<file path="config.mk">
export PLATFORM = sky130hd
export DESIGN_NAME = scalar_kalman_filter_unit
export DESIGN_NICKNAME = d
export VERILOG_FILES = /design/src/rtl/core/skf_pkg.sv /design/src/rtl/core/skf_ctrl.sv /design/src/rtl/core/skf_datapath.sv /design/src/rtl/core/scalar_kalman_filter_unit.sv
export SDC_FILE = /design/constraint.sdc
export NUM_CORES = 1
export LEC_CHECK = 0
export ABC_AREA = 1
export BUFFER_PORTS_ARGS = -buffer_cell sky130_fd_sc_hd__buf_2
export CORE_MARGIN = 2
export CORE_UTILIZATION = 40
export DETAILED_ROUTE_END_ITERATION = 10
export GPL_TIMING_DRIVEN = 0
export PLACE_DENSITY_LB_ADDON = 0.08
export SYNTH_ARGS = -nofsm -noshare
export SYNTH_HDL_FRONTEND = slang
export SYNTH_SLANG_ARGS = --single-unit
</file>
<file path="constraint.sdc">
create_clock -name clk -period 12.9 [get_ports clk]
set_clock_uncertainty 0.05 [all_clocks]
set_input_delay 2.58 -clock clk [delete_from_list [all_inputs] [get_ports clk]]
set_output_delay 2.58 -clock clk [all_outputs]
set_load 0.05 [all_outputs]
</file>
<file path="src/rtl/core/skf_pkg.sv">
// ----------------------------------------------------------------------------
// Scalar Kalman filter package
// Shared constants and the command bundle that passes from the controller to
// the datapath.
// ----------------------------------------------------------------------------
package skf_pkg;

    // configuration register width and index codes
    localparam int REG_W       = 16;
    localparam int CFG_INDEX_W = 2;

    localparam logic [CFG_INDEX_W-1:0] REG_PROCESS_NOISE     = 2'd0;
    localparam logic [CFG_INDEX_W-1:0] REG_MEASUREMENT_NOISE = 2'd1;

    // gain is a fraction with 16 fraction bits, 1.0 needs one more bit
    localparam int GAIN_BITS = 16;
    localparam int GAIN_W    = GAIN_BITS + 1;
    localparam logic [GAIN_W-1:0] GAIN_ONE = {1'b1, {GAIN_BITS{1'b0}}};

    // divider takes one quotient bit per step
    localparam int DIV_STEPS = GAIN_BITS;
    localparam int DIV_CNT_W = $clog2(DIV_STEPS);

    // datapath commands, at most one high in any cycle
    typedef struct packed {
        logic load_in;
        logic calc_prior;
        logic div_init;
        logic div_step;
        logic mul_gain;
        logic mul_cov;
        logic update_cov;
        logic load_out;
    } cmd_t;

endpackage

</file>
<file path="src/rtl/core/skf_ctrl.sv">
// ----------------------------------------------------------------------------
// Scalar Kalman filter controller
// One-hot sequencer that walks one sample through prior, division,
// multiplies and result hand-off, and owns the handshake flags.
// ----------------------------------------------------------------------------
module skf_ctrl
    import skf_pkg::*;
(
    input  logic clk,
    input  logic rst_n,
    input  logic in_valid,
    output logic in_ready,
    output logic out_valid,
    input  logic out_ready,
    input  logic div_done,
    output cmd_t cmd
);

    typedef enum logic [7:0] {
        S_IDLE  = 8'b0000_0001,
        S_PRIOR = 8'b0000_0010,
        S_DENOM = 8'b0000_0100,
        S_DIV   = 8'b0000_1000,
        S_MULG  = 8'b0001_0000,
        S_MULC  = 8'b0010_0000,
        S_POST  = 8'b0100_0000,
        S_OUT   = 8'b1000_0000
    } state_t;

    state_t state_reg, state_next;
    logic   out_valid_reg, out_valid_next;
    logic   out_free;

    // output register can take a new beat
    assign out_free = !out_valid_reg || out_ready;

    // next state
    always_comb
    begin
        state_next = state_reg;
        case (state_reg)
            S_IDLE:  if (in_valid) state_next = S_PRIOR;
            S_PRIOR: state_next = S_DENOM;
            S_DENOM: state_next = S_DIV;
            S_DIV:   if (div_done) state_next = S_MULG;
            S_MULG:  state_next = S_MULC;
            S_MULC:  state_next = S_POST;
            S_POST:  state_next = S_OUT;
            S_OUT:   if (out_free) state_next = S_IDLE;
            default: state_next = S_IDLE;
        endcase
    end

    // commands to the datapath
    always_comb
    begin
        cmd            = '0;
        cmd.load_in    = (state_reg == S_IDLE) && in_valid;
        cmd.calc_prior = (state_reg == S_PRIOR);
        cmd.div_init   = (state_reg == S_DENOM);
        cmd.div_step   = (state_reg == S_DIV);
        cmd.mul_gain   = (state_reg == S_MULG);
        cmd.mul_cov    = (state_reg == S_MULC);
        cmd.update_cov = (state_reg == S_POST);
        cmd.load_out   = (state_reg == S_OUT) && out_free;
    end

    // result valid flag
    always_comb
    begin
        out_valid_next = out_valid_reg;
        if (cmd.load_out)
            out_valid_next = 1'b1;
        else if (out_ready)
            out_valid_next = 1'b0;
    end

    always_ff @(posedge clk or negedge rst_n)
    begin
        if (!rst_n)
        begin
            state_reg     <= S_IDLE;
            out_valid_reg <= 1'b0;
        end
        else
        begin
            state_reg     <= state_next;
            out_valid_reg <= out_valid_next;
        end
    end

    assign in_ready  = (state_reg == S_IDLE);
    assign out_valid = out_valid_reg;

endmodule

</file>
<file path="src/rtl/core/skf_datapath.sv">
// ----------------------------------------------------------------------------
// Scalar Kalman filter datapath
// Noise registers, filter state, restoring gain divider and one shared
// signed multiplier used for the estimate and covariance updates.
// ----------------------------------------------------------------------------
module skf_datapath
    import skf_pkg::*;
#(
    parameter int FRAC_BITS    = 12,
    parameter int SAMPLE_WIDTH = 16
)
(
    input  logic                           clk,
    input  logic                           rst_n,
    input  logic                           cfg_write,
    input  logic [CFG_INDEX_W-1:0]         cfg_index,
    input  logic [REG_W-1:0]               cfg_data,
    input  cmd_t                           cmd,
    input  logic signed [SAMPLE_WIDTH-1:0] measurement,
    output logic signed [SAMPLE_WIDTH-1:0] estimate,
    output logic                           div_done
);

    localparam int COV_W = SAMPLE_WIDTH + 2;
    localparam int DEN_W = ((COV_W > REG_W) ? COV_W : REG_W) + 1;
    localparam int REM_W = DEN_W + 1;
    localparam int INN_W = SAMPLE_WIDTH + 1;
    localparam int SUM_W = SAMPLE_WIDTH + 2;
    localparam int A_W   = COV_W + 1;
    localparam int B_W   = GAIN_W + 1;
    localparam int P_W   = A_W + B_W;

    localparam logic [REG_W-1:0] Q_RESET = REG_W'(64'd1 << (FRAC_BITS - 1));
    localparam logic [REG_W-1:0] R_RESET = REG_W'((64'd555 << FRAC_BITS) / 64'd1000);

    localparam logic signed [SAMPLE_WIDTH-1:0] EST_MAX = {1'b0, {(SAMPLE_WIDTH-1){1'b1}}};
    localparam logic signed [SAMPLE_WIDTH-1:0] EST_MIN = {1'b1, {(SAMPLE_WIDTH-1){1'b0}}};

    // configuration and filter state
    logic [REG_W-1:0]               q_reg;
    logic [REG_W-1:0]               r_reg;
    logic signed [SAMPLE_WIDTH-1:0] x_reg, x_next;
    logic [COV_W-1:0]               p_reg;

    // per-sample working registers
    logic signed [SAMPLE_WIDTH-1:0] z_reg;
    logic [COV_W-1:0]               prior_reg, prior_next;
    logic signed [INN_W-1:0]        innov_reg;
    logic [DEN_W-1:0]               denom_reg;
    logic [DEN_W-1:0]               rem_reg, rem_next;
    logic [GAIN_BITS-1:0]           quo_reg, quo_next;
    logic [DIV_CNT_W-1:0]           cnt_reg;
    logic                           denom_zero_reg;
    logic                           r_zero_reg;
    logic [GAIN_W-1:0]              gain_reg, gain_next;
    logic signed [P_W-1:0]          mul_reg;
    logic signed [SAMPLE_WIDTH-1:0] est_reg;

    logic [DEN_W-1:0]               prior_sum;
    logic [DEN_W-1:0]               denom_next;
    logic [REM_W-1:0]               rem_shift;
    logic                           sub_ok;
    logic signed [A_W-1:0]          mul_a;
    logic signed [B_W-1:0]          mul_b;
    logic [GAIN_W-1:0]              one_minus_gain;
    logic signed [SUM_W-1:0]        x_ext;
    logic signed [SUM_W-1:0]        corr;
    logic signed [SUM_W-1:0]        x_sum;

    // prior covariance, saturated to the covariance range
    assign prior_sum = DEN_W'(p_reg) + DEN_W'(q_reg);
    always_comb
    begin
        if (prior_sum[DEN_W-1:COV_W] != '0)
            prior_next = '1;
        else
            prior_next = prior_sum[COV_W-1:0];
    end

    assign denom_next = DEN_W'(prior_reg) + DEN_W'(r_reg);

    // one restoring division step, remainder never above the divisor
    assign rem_shift = {rem_reg, 1'b0};
    assign sub_ok    = (rem_shift >= REM_W'(denom_reg));
    always_comb
    begin
        if (sub_ok)
            rem_next = DEN_W'(rem_shift - REM_W'(denom_reg));
        else
            rem_next = rem_shift[DEN_W-1:0];
        quo_next = {quo_reg[GAIN_BITS-2:0], sub_ok};
    end

    assign div_done = (cnt_reg == DIV_CNT_W'(DIV_STEPS - 1));

    // gain, with the zero-denominator and zero-noise special cases
    always_comb
    begin
        if (denom_zero_reg)
            gain_next = '0;
        else if (r_zero_reg)
            gain_next = GAIN_ONE;
        else
            gain_next = {1'b0, quo_next};
    end

    // shared multiplier operands
    assign one_minus_gain = GAIN_ONE - gain_reg;
    always_comb
    begin
        if (cmd.mul_cov)
        begin
            mul_a = $signed(A_W'(prior_reg));
            mul_b = $signed(B_W'(one_minus_gain));
        end
        else
        begin
            mul_a = A_W'(innov_reg);
            mul_b = $signed(B_W'(gain_reg));
        end
    end

    // estimate update: floor of the scaled correction, then saturate
    assign x_ext = SUM_W'(x_reg);
    assign corr  = mul_reg[GAIN_BITS +: SUM_W];
    assign x_sum = x_ext + corr;
    always_comb
    begin
        if (x_sum[SUM_W-1:SAMPLE_WIDTH-1] == '0 || x_sum[SUM_W-1:SAMPLE_WIDTH-1] == '1)
            x_next = x_sum[SAMPLE_WIDTH-1:0];
        else if (x_sum[SUM_W-1])
            x_next = EST_MIN;
        else
            x_next = EST_MAX;
    end

    // noise registers and filter state
    always_ff @(posedge clk or negedge rst_n)
    begin
        if (!rst_n)
        begin
            q_reg <= Q_RESET;
            r_reg <= R_RESET;
            x_reg <= '0;
            p_reg <= '0;
        end
        else
        begin
            if (cfg_write && cfg_index == REG_PROCESS_NOISE)
                q_reg <= cfg_data;
            if (cfg_write && cfg_index == REG_MEASUREMENT_NOISE)
                r_reg <= cfg_data;
            if (cmd.mul_cov)
                x_reg <= x_next;
            if (cmd.update_cov)
                p_reg <= mul_reg[GAIN_BITS +: COV_W];
        end
    end

    // working registers
    always_ff @(posedge clk)
    begin
        if (cmd.load_in)
            z_reg <= measurement;
        if (cmd.calc_prior)
        begin
            prior_reg <= prior_next;
            innov_reg <= INN_W'(z_reg) - INN_W'(x_reg);
        end
        if (cmd.div_init)
        begin
            denom_reg      <= denom_next;
            rem_reg        <= DEN_W'(prior_reg);
            quo_reg        <= '0;
            cnt_reg        <= '0;
            denom_zero_reg <= (denom_next == '0);
            r_zero_reg     <= (r_reg == '0);
        end
        if (cmd.div_step)
        begin
            rem_reg <= rem_next;
            quo_reg <= quo_next;
            cnt_reg <= cnt_reg + 1'b1;
            if (div_done)
                gain_reg <= gain_next;
        end
        if (cmd.mul_gain || cmd.mul_cov)
            mul_reg <= mul_a * mul_b;
        if (cmd.load_out)
            est_reg <= x_reg;
    end

    assign estimate = est_reg;

endmodule

</file>
<file path="src/rtl/core/scalar_kalman_filter_unit.sv">
// ----------------------------------------------------------------------------
// Scalar Kalman filter unit
// One predict/correct pass of a one-dimensional Kalman filter per sample.
//
//   channel  direction  signals                         payload
//   in       sink       in_valid, in_ready              measurement
//   out      source     out_valid, out_ready            estimate
//   cfg      sink       cfg_write, cfg_index, cfg_data  noise registers
//
// A sample passes through the prior, the 16-step restoring gain divider, and
// the multiply and hand-off steps before the next sample is accepted.
// The estimate beat is registered in the hand-off step.
// Reset clears estimate and covariance and loads the default noise values.
// A stalled output holds its beat; the next sample is still taken, and its
// result waits in the last step until the output register is free.
// ----------------------------------------------------------------------------
module scalar_kalman_filter_unit
    import skf_pkg::*;
#(
    parameter int FRAC_BITS    = 12,
    parameter int SAMPLE_WIDTH = 16
)
(
    input  logic                           clk,
    input  logic                           rst_n,
    input  logic                           cfg_write,
    input  logic [CFG_INDEX_W-1:0]         cfg_index,
    input  logic [REG_W-1:0]               cfg_data,
    input  logic                           in_valid,
    output logic                           in_ready,
    input  logic signed [SAMPLE_WIDTH-1:0] measurement,
    output logic                           out_valid,
    input  logic                           out_ready,
    output logic signed [SAMPLE_WIDTH-1:0] estimate
);

    cmd_t cmd;
    logic div_done;

    // sequencer
    skf_ctrl u_ctrl
    (
        .clk       (clk),
        .rst_n     (rst_n),
        .in_valid  (in_valid),
        .in_ready  (in_ready),
        .out_valid (out_valid),
        .out_ready (out_ready),
        .div_done  (div_done),
        .cmd       (cmd)
    );

    // arithmetic and state
    skf_datapath #(
        .FRAC_BITS    (FRAC_BITS),
        .SAMPLE_WIDTH (SAMPLE_WIDTH)
    ) u_datapath
    (
        .clk         (clk),
        .rst_n       (rst_n),
        .cfg_write   (cfg_write),
        .cfg_index   (cfg_index),
        .cfg_data    (cfg_data),
        .cmd         (cmd),
        .measurement (measurement),
        .estimate    (estimate),
        .div_done    (div_done)
    );

    // an accepted sample keeps the input closed on the next cycle
    assert property (@(posedge clk) disable iff (!rst_n)
        (in_valid && in_ready) |=> !in_ready)
        else $error("input reopened straight after a sample was taken");

    // a result beat never overwrites one still waiting
    assert property (@(posedge clk) disable iff (!rst_n)
        cmd.load_out |-> (!out_valid || out_ready))
        else $error("pending estimate overwritten");

    // loading the result raises valid on the next cycle
    assert property (@(posedge clk) disable iff (!rst_n)
        cmd.load_out |=> out_valid)
        else $error("estimate loaded without valid");

    // datapath commands never overlap
    assert property (@(posedge clk) disable iff (!rst_n)
        $onehot0(cmd))
        else $error("overlapping datapath commands");

endmodule

</file>
## Yosys cells after proc, flatten, opt, wreduce, memory -nomap -nowiden

Cells that the tools add are included.

- Magnitude comparators: 1
- Equality and inequality tests: 14
- Add/sub/neg operators: 7
- Reductions and logical operators: 17
- Muxes and demuxes: 18
- $mul: 1

Operator list:

| kind | number |
|---|---|
| $mux W19 | 4 |
| $pmux W8 S8 | 1 |
| $add A18 B16 Y19 | 2 |
| $mul A19 B18 Y34 | 1 |
| $mux W17 | 2 |
| $mux W16 | 2 |
| $mux W15 | 2 |
| $mux W8 | 3 |
| $ge A20 B19 Y1 | 1 |
| $logic_not A19 Y1 | 1 |
| $sub A19 B19 Y19 | 1 |
| $add A16 B18 Y18 | 1 |
| $sub A16 B16 Y17 | 1 |
| $sub A17 B17 Y17 const A | 1 |
| $logic_not A16 Y1 | 1 |
| $eq A8 B1 Y1 const B | 1 |
| $eq A8 B2 Y1 const B | 1 |
| $eq A8 B3 Y1 const B | 1 |
| $eq A8 B4 Y1 const B | 1 |
| $eq A8 B5 Y1 const B | 1 |
| $eq A8 B6 Y1 const B | 1 |
| $eq A8 B7 Y1 const B | 1 |
| $eq A8 B8 Y1 const B | 1 |
| $mux W4 | 2 |
| 16 further kinds | 24 |

- Output and inout port bits: 18
- Register bits after elaboration: 252

## Logic depth before layout (Yosys ltp)

Gate-level depths: netlist (run 1).

- Word-level depth: 4
- Depth in mapped cells: 36
- Gate-level depth less buffers: 34

## By module

A second synthesis (run 1) with hierarchy kept.

- Cell total of the unflattened synthesis: 3189
- Area total of the unflattened synthesis: 26178.9 um^2

Modules (own cells, without submodules):

| module | area each (um^2) | seq. area each (um^2) | cells each | instances |
|---|---|---|---|---|
| skf_datapath | 25592.0 | 6493.7 | 3111 | 1 |
| skf_ctrl | 586.8 | 226.5 | 78 | 1 |

## Worst setup path before layout (run 1)

Ideal clock, no wire load.

- Path type: register -> register
- Start: reg u_datapath.gain_reg[0]
- End: reg u_datapath.mul_reg[30], data pin
- Cell stages (with the launch flop): 31
- Setup time: 0.262 ns
- Setup slack: 6.178 ns
- Period minus slack after synthesis: 6.722 ns
- Arrival: 6.409 ns
- Path through: edfxtp_1 -> buf_2 -> inv_1 -> ha_1 -> and3_1 -> nand2_1 -> nor3_1 -> inv_1 -> o21ai_0 -> or2_2 -> nand2_1 -> inv_1 -> buf_2 -> nand2_1 -> fa_1 -> inv_1 -> fa_1 -> fa_1 -> fa_1 -> fa_1 -> inv_1 -> fa_1 -> inv_1 -> ha_1 -> nand2_1 -> nor4_1 -> nand3_1 -> nand3_1 -> a21o_1 -> a21oi_1 -> xor2_1

- Cells in the longest elaborated chain, start to end: 3

Ends and longest elaborated chain:

| element | RTL line | source |
|---|---|---|
| from (decl) | skf_datapath.sv:55 | `logic [GAIN_W-1:0] gain_reg, gain_next;` |
| from (signal assigned) | skf_datapath.sv:185 | `gain_reg <= gain_next;` |
| $sub A17 B17 Y17 | skf_datapath.sv:108 | `assign one_minus_gain = GAIN_ONE - gain_reg;` |
| $mux W17 (*) | skf_datapath.sv:111 | `if (cmd.mul_cov)` |
| $mul A19 B18 Y34 (*) | skf_datapath.sv:188 | `mul_reg <= mul_a * mul_b;` |
| to (signal assigned) | skf_datapath.sv:188 |  |
| to (decl) | skf_datapath.sv:56 | `logic signed [P_W-1:0] mul_reg;` |

Every way passes the cells marked *; elsewhere a longest branch is shown, timed or not.
A chain may end at the register's enable or synchronous reset.

## Worst setup path in the final report (run 1)

- Start: reg u_ctrl.state_reg[3]
- End: reg u_datapath.mul_reg[19], data pin

- Cells in the longest elaborated chain, start to end: 3

Ends and longest elaborated chain:

| element | RTL line | source |
|---|---|---|
| from (decl) | skf_ctrl.sv:30 | `state_t state_reg, state_next;` |
| from (signal assigned) | skf_ctrl.sv:87 | `state_reg <= state_next;` |
| $eq A8 B6 Y1 (*) | skf_ctrl.sv:63 | `cmd.mul_cov = (state_reg == S_MULC);` |
| $mux W19 / $mux W17 (equally long branches) | skf_datapath.sv:111 |  |
| $mul A19 B18 Y34 (*) | skf_datapath.sv:188 |  |

Marked as above.

==> flow_metrics.env, run 1 <==
export IMPL_synthArstFlopShare=0.318
export IMPL_r2r_cells=29
export IMPL_maxCapViolations=0
export IMPL_synth_top_flop_cell="edfxtp_1"
export IMPL_cp_required_ns=13.16
export IMPL_fin_tns_setup_ns=0
export IMPL_max_slew_margin=0.350
export IMPL_drt_vias_per_instance=5.03
export IMPL_path_depth=29
export IMPL_grt_overflow=0
export IMPL_mappedNetlistArea_um2=24600
export IMPL_syn_nets=3350
export IMPL_root_buffer="clkbuf_16"
export IMPL_htree_num_levels=1
export IMPL_synth_cells=2834
export IMPL_yosys_top_cells_area="fa_1, edfxtp_1, inv_1, ha_1, nand2_1"
export IMPL_fin_cells=3729
export IMPL_endpoint_kind="flop"
export IMPL_cts_repair_resized=0
export IMPL_grt_setup_unrepaired="false"
export IMPL_grt_pass1_vias=19400
export IMPL_gp_congestion=0.940
export IMPL_yosysSeqAreaShare=0.273
export IMPL_fmax_mhz=115
export IMPL_antenna_found_initial=2
export IMPL_drive_gt1_frac=0.0747
export IMPL_grt_usage=0.237
export IMPL_drt_iter0_markers=1286
export IMPL_critical_path_buf_inv_count=10
export IMPL_hold_path_depth=1
export IMPL_hp_start="u_ctrl.state_reg[5]"
export IMPL_yosys_warnings=0
export IMPL_dp_cells=3681
export IMPL_setup_viol=0
export IMPL_port_buffers=56
export IMPL_crit_family="adder cells"
export IMPL_cts_setup_buffers=0
export IMPL_grt_first_pass_wirelength_um=114000
export IMPL_start_kind="flop"
export IMPL_die_area_um2=63600
export IMPL_final_period_utilization=0.672
export IMPL_yosys_register_bits=236
export IMPL_rows=90
export IMPL_hp_class="reg -> reg"
export IMPL_cp_slowest_cell="o21ai_2"
export IMPL_post_route_min_period_ns=8.67
export IMPL_clkLatencyLatePin_ns=0.56
export IMPL_fp_dieH_um=252
export IMPL_worstSetupPathType="reg -> reg"
export IMPL_drtAntennaViolNets=0
export IMPL_syn_to_final_growth_pct=9.20
export IMPL_holdWs_ns=0.427
export IMPL_cts_tree="yes"
export IMPL_n_antenna_cell=0
export IMPL_cts_path_max_buffers=3
export IMPL_nFillCells=5992
export IMPL_via_count=18800
export IMPL_drc=0
export IMPL_hold_path_endpoint="u_ctrl.state_reg[5]"
export IMPL_max_stage_delay_ns=0.78
export IMPL_grt_max_degree=57
export IMPL_tightest_slew_ns=0.975
export IMPL_avgSynthCellArea_um2=8.69
export IMPL_status="completed"
export IMPL_dp_hpwl_um=60900
export IMPL_crit_top_cell="fa_1"
export IMPL_r2r_slack_ns=4.23
export IMPL_synth_distinct_cells=54
export IMPL_hold_viol_final=0
export IMPL_worstPathArrival_ns=8.92
export IMPL_synth_top_area_cell="fa_1"
export IMPL_drt_total_wl_um=72900
export IMPL_numCtsBuffers=26
export IMPL_fp_dieW_um=252
export IMPL_ios=57
export IMPL_rr_endpoint="u_datapath.mul_reg[19]"
export IMPL_clkTransAtPathRegs_ns=0.06
export IMPL_core_area_um2=60600
export IMPL_report_final_slew_viol_count=0
export IMPL_wl_per_cell_um=19.5
export IMPL_synth_top_area_share=0.251
export IMPL_initial_core_util=0.406
export IMPL_rr_startpoint="u_ctrl.state_reg[3]"
export IMPL_firstDrtPassIters=5
export IMPL_hold_buffers=0
export IMPL_cp_max_fo=10
export IMPL_synth_edf_count=161
export IMPL_num_nets_final=3443
export IMPL_cts_sinks=236
-- worst max path at each step --
stage                                start                      to  slack [ns]
global placement       u_ctrl.state_reg[3]  u_datapath.mul_reg[25]        4.42
CTS                    u_ctrl.state_reg[3]  u_datapath.mul_reg[19]        4.42
detailed placement     u_ctrl.state_reg[3]  u_datapath.mul_reg[25]        4.46
finish                 u_ctrl.state_reg[3]  u_datapath.mul_reg[19]        4.23
global route           u_ctrl.state_reg[3]  u_datapath.mul_reg[19]        3.96
floorplan           u_datapath.gain_reg[0]  u_datapath.mul_reg[30]        6.18
-- layout make-up --
class / count / area (µm²) / area share
Clock buffer: 29 / 672 / 0.0250
Buffer: 57 / 287 / 0.0107
Multi-Input combinational cell: 1873 / 15100 / 0.563
Clock inverter: 19 / 211 / 0.00786
Sequential cell: 236 / 6720 / 0.250
Timing Repair Buffer: 65 / 382 / 0.0142
Tap cell: 782 / 978 / 0.0364
Inverter: 668 / 2510 / 0.0933
-- synthesized netlist by cell type, types with 15 or more instances --
cell type    n
a21oi_1    151
buf_2       31
clkbuf_1    16
dfrtp_1     68
edfxtp_1   161
fa_1       309
ha_1       168
inv_1      647
inv_2       18
mux2_2      15
nand2_1    469
nand3_1     70
nand4_1     20
nor2_1     317
nor3_1      23
o21ai_0    126
xnor2_1     34
xor2_1      65
-- cell usage in the layout, fill, tap and decap left out, types with 9 or more instances in the layout --
master,n
a21oi_1,151
buf_2,86
buf_4,10
clkbuf_1,18
clkbuf_16,26
dfrtp_1,68
edfxtp_1,161
fa_1,309
ha_1,168
inv_1,647
inv_2,18
mux2_2,15
nand2_1,468
nand3_1,70
nand4_1,20
nor2_1,314
nor3_1,23
nor4_1,9
o21ai_0,126
o21ai_1,11
xnor2_1,34
xor2_1,65
-- routing by layer --
layer	track usage	vias up	part of all wire	routed length [µm]
met2	0.361	524	0.43	31600
met5	0	-	0	0
met3	0.0390	87	0.062	4550
met4	0.0556	0	0.026	1890
li1	-	8948	-	-
met1	0.354	9215	0.48	34800
-- metrics by stage --
stage          instance area (µm²)   util  setup WS (ns)
2_1_floorplan                24600      -           6.18
3_3_place_gp                 25900  0.427           4.42
3_5_place_dp                 26000  0.429           4.46
4_1_cts                      26900  0.444           4.42
5_1_grt                      26900  0.444           3.96
6_report                     26900  0.444           4.23
-- kinds of logic after synthesis --
kind of cell / synth area share
flops: 0.273
xor+xnor: 0.0372
fa+ha+maj: 0.337
buf+inv: 0.114
mux: 0.00686
simple gates: 0.152
compound gates: 0.0810
Power of run 1 is left out: the tool's default activity adds up to more than one toggle a clock period on the data nets, which glitch-free logic cannot reach.
==> run 2: changes to the inputs <==
- clock period: 12.9 -> 6.9 ns (I/O delays scaled with it)
==> run 2 against run 1 <==
The flow now finishes with violations (setup timing). Flip-flop and latch count is the same. Setup slack worse by 4.3 ns. Maximum frequency up 24%. Non-clock buffer count increased by 125. Register-to-register slack got worse by 4.3 ns. Final area is 11% higher.
==> flow_metrics.env, run 2 (same netlist as run 1, synthesis figures left out) <==
export IMPL_failed_checks="setup timing"
export IMPL_hp_start="u_ctrl.state_reg[5]"
export IMPL_core_area_um2=60600
export IMPL_cts_sinks=236
export IMPL_hold_viol_final=0
export IMPL_max_stage_delay_ns=0.54
export IMPL_port_buffers=56
export IMPL_grt_first_pass_wirelength_um=118000
export IMPL_fmax_mhz=143
export IMPL_grt_max_degree=57
export IMPL_dp_slack_ns=-1.54
export IMPL_antenna_found_initial=2
export IMPL_fp_dieH_um=252
export IMPL_endpoint_kind="flop"
export IMPL_rr_endpoint="u_datapath.mul_reg[29]"
export IMPL_tightest_slew_ns=0.972
export IMPL_hold_path_depth=1
export IMPL_htree_num_levels=1
export IMPL_final_period_utilization=1.01
export IMPL_final_cell_mix="inv_1, nand2_1, fa_1"
export IMPL_clkTransAtPathRegs_ns=0.06
export IMPL_report_final_slew_viol_count=0
export IMPL_numCtsBuffers=26
export IMPL_cp_required_ns=7.15
export IMPL_hp_class="reg -> reg"
export IMPL_syn_to_final_growth_pct=20.9
export IMPL_cts_path_max_buffers=3
export IMPL_drt_total_wl_um=76300
export IMPL_fin_util=0.492
export IMPL_hold_buffers=0
export IMPL_grt_setup_unrepaired="true"
export IMPL_ios=57
export IMPL_drive_gt1_frac=0.183
export IMPL_timing_final_ws_setup_ns=-0.0792
export IMPL_fp_dieW_um=252
export IMPL_final_common_cell="inv_1"
export IMPL_maxCapViolations=0
export IMPL_rr_startpoint="u_ctrl.state_reg[1]"
export IMPL_drtAntennaViolNets=0
export IMPL_n_antenna_cell=0
export IMPL_gp_congestion=0.940
export IMPL_dp_hpwl_um=60900
export IMPL_drc=0
export IMPL_cp_max_fo=10
export IMPL_r2r_cells=29
export IMPL_firstDrtPassIters=5
export IMPL_via_count=19400
export IMPL_cts_tree="yes"
export IMPL_num_nets_final=3569
export IMPL_start_kind="flop"
export IMPL_final_area_um2=29800
export IMPL_setup_viol=4
export IMPL_rows=90
export IMPL_r2r_slack_ns=-0.08
export IMPL_max_slew_margin=0.350
export IMPL_cp_slowest_cell="fa_2"
export IMPL_drt_iter0_markers=1308
export IMPL_grt_overflow=0
export IMPL_initial_core_util=0.406
export IMPL_grt_usage=0.245
export IMPL_worstPathArrival_ns=7.23
export IMPL_hold_path_endpoint="u_ctrl.state_reg[5]"
export IMPL_worstSetupPathType="reg -> reg"
export IMPL_grt_pass1_vias=19900
export IMPL_root_buffer="clkbuf_16"
export IMPL_status="finished with violations"
export IMPL_drt_vias_per_instance=5.04
export IMPL_placed_cell_area_um2=26000
export IMPL_die_area_um2=63600
export IMPL_clkLatencyLatePin_ns=0.56
export IMPL_post_route_min_period_ns=6.98
export IMPL_wl_per_cell_um=19.8
[run 2: worst max path at each step]
stage                                start                      to  slack, ns  cells past startpoint
floorplan           u_datapath.gain_reg[0]  u_datapath.mul_reg[30]       0.18                     30
global placement       u_ctrl.state_reg[3]  u_datapath.mul_reg[25]      -1.58                     31
detailed placement     u_ctrl.state_reg[3]  u_datapath.mul_reg[25]      -1.54                     31
CTS                    u_ctrl.state_reg[3]  u_datapath.mul_reg[28]     0.0002                     29
global route           u_ctrl.state_reg[1]  u_datapath.mul_reg[29]      -0.31                     32
finish                 u_ctrl.state_reg[1]  u_datapath.mul_reg[29]      -0.08                     29
[run 2: critical path, delay by kind of cell (launching register included)]
family	cells	cell delay, ns
AOI/OAI and AO/OA	1	0.23
and+or+nand+nor	9	1.25
DFF	1	0.42
buffers and inverters	11	1.23
xor gates and xnor gates	1	0.10
adders and majority gates	7	3.41
[run 2: timing repair]
| action | in CTS | in global routing |
|---|---|---|
| setup endpoints to repair | 18 | 18 |
| gates resized for setup | 274 | 156 |
| cloned | 3 | 3 |
| pin swaps | 74 | 86 |
| setup buffers | 80 | 41 |
[run 2: layout make-up]
class	count	area [µm²]
Fill cell	5737	30800
Multi-Input combinational cell	1873	16400
Sequential cell	236	6720
Inverter	668	2590
Timing Repair Buffer	191	1670
Tap cell	782	978
Clock buffer	29	672
Buffer	56	493
Clock inverter	19	211
Timing Repair inverter	1	7.51
[run 2: metal layers]
metal,vias to the layer above,GRT usage,share of wire
li1,9220,-,-
met1,9633,0.363,0.48
met2,505,0.373,0.44
met3,85,0.0441,0.061
met4,0,0.0602,0.026
met5,-,0,0
[run 2: per-stage QoR]
step                instances  setup TNS, ns  hold WS (ns)
floorplan                2834              0         0.395
global placement         3672         -19.87         0.418
detailed placement       3681         -20.27         0.418
CTS                      3811              0         0.428
global route             3855          -2.95         0.447
finish                   3855         -0.151         0.427
Power of run 2 is left out for the same reason.
